===== src/rtl/core/hptd_ram.sv =====
// ----------------------------------------------------------------------------
// hptd_ram
// Simple dual-port RAM, one write and one registered read port, write-first.
// ----------------------------------------------------------------------------
module hptd_ram #(
    parameter int unsigned WIDTH = 8,
    parameter int unsigned DEPTH = 256,
    localparam int unsigned AW = (DEPTH > 1) ? $clog2(DEPTH) : 1
) (
    input  logic             clk,
    input  logic             we,
    input  logic [AW-1:0]    waddr,
    input  logic [WIDTH-1:0] wdata,
    input  logic             re,
    input  logic [AW-1:0]    raddr,
    output logic [WIDTH-1:0] rdata
);

    logic [WIDTH-1:0] mem [DEPTH];

    // write port and registered read, new data on a same-address collision
    always_ff @(posedge clk)
    begin
        if (we)
        begin
            mem[waddr] <= wdata;
        end
        if (re)
        begin
            if (we && (waddr == raddr))
            begin
                rdata <= wdata;
            end
            else
            begin
                rdata <= mem[raddr];
            end
        end
    end

endmodule


===== config.mk =====
export PLATFORM = sky130hd
export DESIGN_NAME = hptd_ram
export DESIGN_NICKNAME = d
export VERILOG_FILES = /design/src/rtl/core/hptd_ram.sv
export SDC_FILE = /design/constraint.sdc
export NUM_CORES = 2
export LEC_CHECK = 0
export ABC_CLOCK_PERIOD_IN_PS = 3730
export BUFFER_PORTS_ARGS = -buffer_cell sky130_fd_sc_hd__buf_2
export CAP_MARGIN = 10
export CORE_ASPECT_RATIO = 0.5
export CORE_UTILIZATION = 30
export DETAILED_ROUTE_END_ITERATION = 16
export GPL_ROUTABILITY_DRIVEN = 0
export GPL_TIMING_DRIVEN = 0
export PLACE_DENSITY = 0.42
export SETUP_SLACK_MARGIN = 0.05
export SLEW_MARGIN = 20
export SYNTH_ARGS = -nofsm -noshare
export SYNTH_HDL_FRONTEND = slang
export SYNTH_SLANG_ARGS = --single-unit

===== constraint.sdc =====
create_clock -name clk -period 3.73 [get_ports clk]
set_clock_uncertainty 0.1 [all_clocks]
set_input_delay 0.1865 -clock clk [delete_from_list [all_inputs] [get_ports clk]]
set_output_delay 0.1865 -clock clk [all_outputs]
set_load 0.05 [all_outputs]

# Yosys cells after proc, flatten, opt, wreduce, memory -nomap -nowiden
# Memory sizes are Yosys's and may differ from the RTL's. A register that Yosys moved wholly into a read port is not among the register bits.
# Index checks and enable logic that the tools add are counted.
# W data, S select, Z words.
# word_totals
reg_bits	0
ramBits	2048
in_bits	27
out_inout_bits	8
word_cells	3
n_memories	1
# memory_table
name	words	word_bits	read_ports	rd_clocked_by_memory_dff	wr	line	source
mem	256	8	1	1	1	19	logic [WIDTH-1:0] mem [DEPTH];
# op_classes
muxes	2
# ops
cell	count
$mux W1	2

# Depth between registers and ports, before layout
# depth
depth_word	2
mapped_depth	12
depth_no_buf	7

# Least setup slack after synthesis
# OpenSTA, ideal clock, no wires.
# synth_path
path_kind	input port to flip-flop
start	in raddr[1]
end	reg rdata[4], read port of mem, data pin
setup_ns	0.272
t_arrival_ns	2.330
required_ns	3.358
path_slack_ns	1.028
path_stages	9
path_buffers	3
cell_sequence	buf_2 -> buf_2 -> buf_1 -> mux4_2 -> a21oi_1 -> nor3_1 -> or4_1 -> a2111oi_0 -> a21oi_1
# synth_rtl
item	line	source
from (decl)	15	input logic [AW-1:0] raddr,
to (decl)	16	output logic [WIDTH-1:0] rdata

==> impl_metrics.csv <==
group,metric,value,unit
setup_path,end_kind,"flip-flop",
floorplanning,die_w,732,µm
synthesis,ys_types,47,
placed_design,dp_hpwl,185,mm
synthesis,yosys.area.top_type,"edfxtp_1",
synthesis,synth-edff-count,2056,
layout,final_area,0.0919,mm²
synthesis,ys_top_cells_by_area,"edfxtp_1 77%, mux4_2 9.9%, mux2i_1 3.9%",
timing,setup_viol,7,
clock_network,cts_root_buf,"clkbuf_16",
floorplanning,core,0.264,mm²
power,p_total,49.0,mW
timing,drv_slew,0,
power,irDropWorstVdd,0.347,mV
placed_design,placedInstanceArea,0.0851,mm²
clock_network,post-cts-setup-buffer-count,0,
setup_path,slowest_stage,"o21ai_0",
setup_path,cp.arrival,4360,ps
timing,period_share,1.05,
power,power_per_cell_area,533,mW/mm²
placed_design,post-place-cells,7566,
synthesis,syn_area,0.0798,mm²
timing,max_freq,256,MHz
clock_network,h-tree-depth,4,
layout,drive_gt1_frac,0.199,
run_status,violations,"setup timing",
detailed_routing,top_layer,"met5",
timing,hold_viol_final,0,
clock_network,cts_buffers,205,
global_route,grt_overflow,0,
layout,multi_input_area,0.0170,mm²
timing,worst_slack,-169,ps
layout,syn2layout_area_growth,15.2,%
layout,final_common_cell,"edfxtp_1",
detailed_routing,wl_met1,120,mm
synthesis,netlist_instances,4007,
setup_path,critPathLaunchType,"input port",
run_status,status,"finished, violations left",
timing,timing.hold.ws,114,ps
power,leakagePower,28.5,nW
detailed_routing,wl,270,mm
setup_path,required,4190,ps
timing,setup_tns,-584,ps
synthesis,syn_nets,4034,
detailed_routing,dr_wl_met2,123,mm
synthesis,synth.top_cell.area_share,0.773,
placed_design,pre_cts_ws,-2070,ps
clock_network,clockBufferDepth,4,
floorplanning,rows,133,
synthesis,yosys_warnings,0,
detailed_routing,dr.pass1.iters,5,
layout,utilization,0.349,
layout,regArea,0.0617,mm²
detailed_routing,wire_per_inst,33.9,µm
timing,rsz0062_at_grt,"yes",
global_route,grt.total_usage,0.197,
global_route,antenna_found_initial,25,
layout,nNetsFinal,4298,
clock_network,insertion_delay,880,ps
setup_path,crit_chain,"buf_2 > buf_4 > buf_2 > buf_2 > buf_4 > mux4_2 > o21ai_0 > nand4_1 > a22oi_1 > a31o_2 > a21oi_1",
global_route,grt_pass1_vias,42500,
clock_network,cts_sinks,2056,
floorplanning,fp.dieH,367,µm
worst_hold_path,hp-class,"input port to flip-flop",
detailed_routing,drt_iter0_drc,4955,
global_route,grt_max_degree,131,
layout,final_cell_mix,"2056 x edfxtp_1, 350 x mux4_2, 315 x mux2i_1",
synthesis,synthFlopType,"edfxtp_1",
synthesis,ys_async_sr_fraction,0,
global_route,grt_pass1_wl,364,mm
synthesis,synth_seq_cells,2056,
synthesis,ys_seq_area_frac,0.773,
setup_path,critPathMaxStageDelay,510,ps
clock_network,cts_tree,"built",
timing,worst_pin_slew,1340,ps
detailed_routing,vias,42200,
placed_design,port_buffers,27,
detailed_routing,ant_nets,0,
timing,period_minus_slack,3900,ps
setup_path,cp_common_cell,"buf_2",
timing,slew_headroom,0.106,
layout,fin_cells,7945,
detailed_routing,viasPerCell,5.31,
setup_path,crit_type,"input port to flip-flop",
floorplanning,start_util,0.303,
layout,fillers,24600,
run,timing.max_cap.violations,0,
clock_network,path_clk_slew,60,ps
detailed_routing,drc,0,
synthesis,synth_area_per_cell,19.9,µm²
setup_path,path_max_fanout,10,
floorplanning,io_pins,35,
floorplanning,die-area,0.268,mm²
detailed_routing,wl_met3,18.7,mm
what timing repair did:
action                                  4_1_cts  5_1_grt
endpoints found under the setup margin        8        8
hold endpoints to repair                    747        0
cloned                                        0        0
hold buffers                                  9        0
resized for setup                            71       11
worst max-delay path, delay by kind of cell:
kind                   cells  cell delay, ps
buffers and inverters      5            1890
AO/OA/AOI/OAI              4            1500
AND/OR/NAND/NOR            1             350
multiplexers               1             350
report_power, final:
group	total (mW)	switching [mW]	internal (mW)
logic	2.86	2.05	0.801
registers	25.5	0.0130	25.5
clock network	20.7	8.96	11.7
sequential cells by signal (all words and copies together), names as in the netlist:
register,cells
mem,2048
rdata,8
cell usage after synthesis, drive strengths merged, types with 2 or more instances:
| cell type | number |
|---|---|
| nand2 | 79 |
| o31ai | 11 |
| or2 | 2 |
| mux4 | 350 |
| o21ai | 62 |
| or3 | 7 |
| mux2i | 315 |
| xor2 | 7 |
| a211oi | 43 |
| nand2b | 6 |
| and2 | 4 |
| a2111oi | 7 |
| or4 | 8 |
| nor3 | 40 |
| clkbuf | 126 |
| o221ai | 39 |
| nand4 | 26 |
| buf | 124 |
| a22oi | 98 |
| edfxtp | 2056 |
| a31o | 7 |
| clkinv | 3 |
| a22o | 4 |
| nor2 | 295 |
| a41oi | 7 |
| nor2b | 30 |
| inv | 4 |
| a21oi | 71 |
| o22ai | 65 |
| a221oi | 59 |
| nand3 | 39 |
cell type report:
type                       instances  share of cell area
sequential                      2056               0.671
multi-input combinational       1694               0.185
clock buffer                     245              0.0581
tap                             3510              0.0478
buffer                           248              0.0150
clock inverter                   120              0.0125
timing repair buffer              59             0.00966
inverter                           7            0.000327
antenna                            6            0.000163
per-layer routing:
layer,global-route usage,up-vias
li1,-,17200
met1,0.278,23000
met2,0.310,1685
met3,0.0401,377
met4,0.0496,8
met5,0,-
path summary, 6_finish.rpt:
path | cells after the start | slack, ps | start | to
setup reg to reg | 6 | 210 | mem[183][3] | rdata[3]
hold reg to reg | 7 | 1370 | mem[11][6] | rdata[6]
setup / recovery | 11 | -170 | raddr[1] | rdata[0]
hold / removal | 2 | 110 | re | rdata[0]
cell families after synthesis:
| logic type | synth area share |
|---|---|
| flops | 0.773 |
| simple gates | 0.0297 |
| buf+inv | 0.0159 |
| mux | 0.138 |
| compound gates | 0.0419 |
| xor+xnor | 0.000878 |
Note: power is estimated with default switching activity, not from simulation.
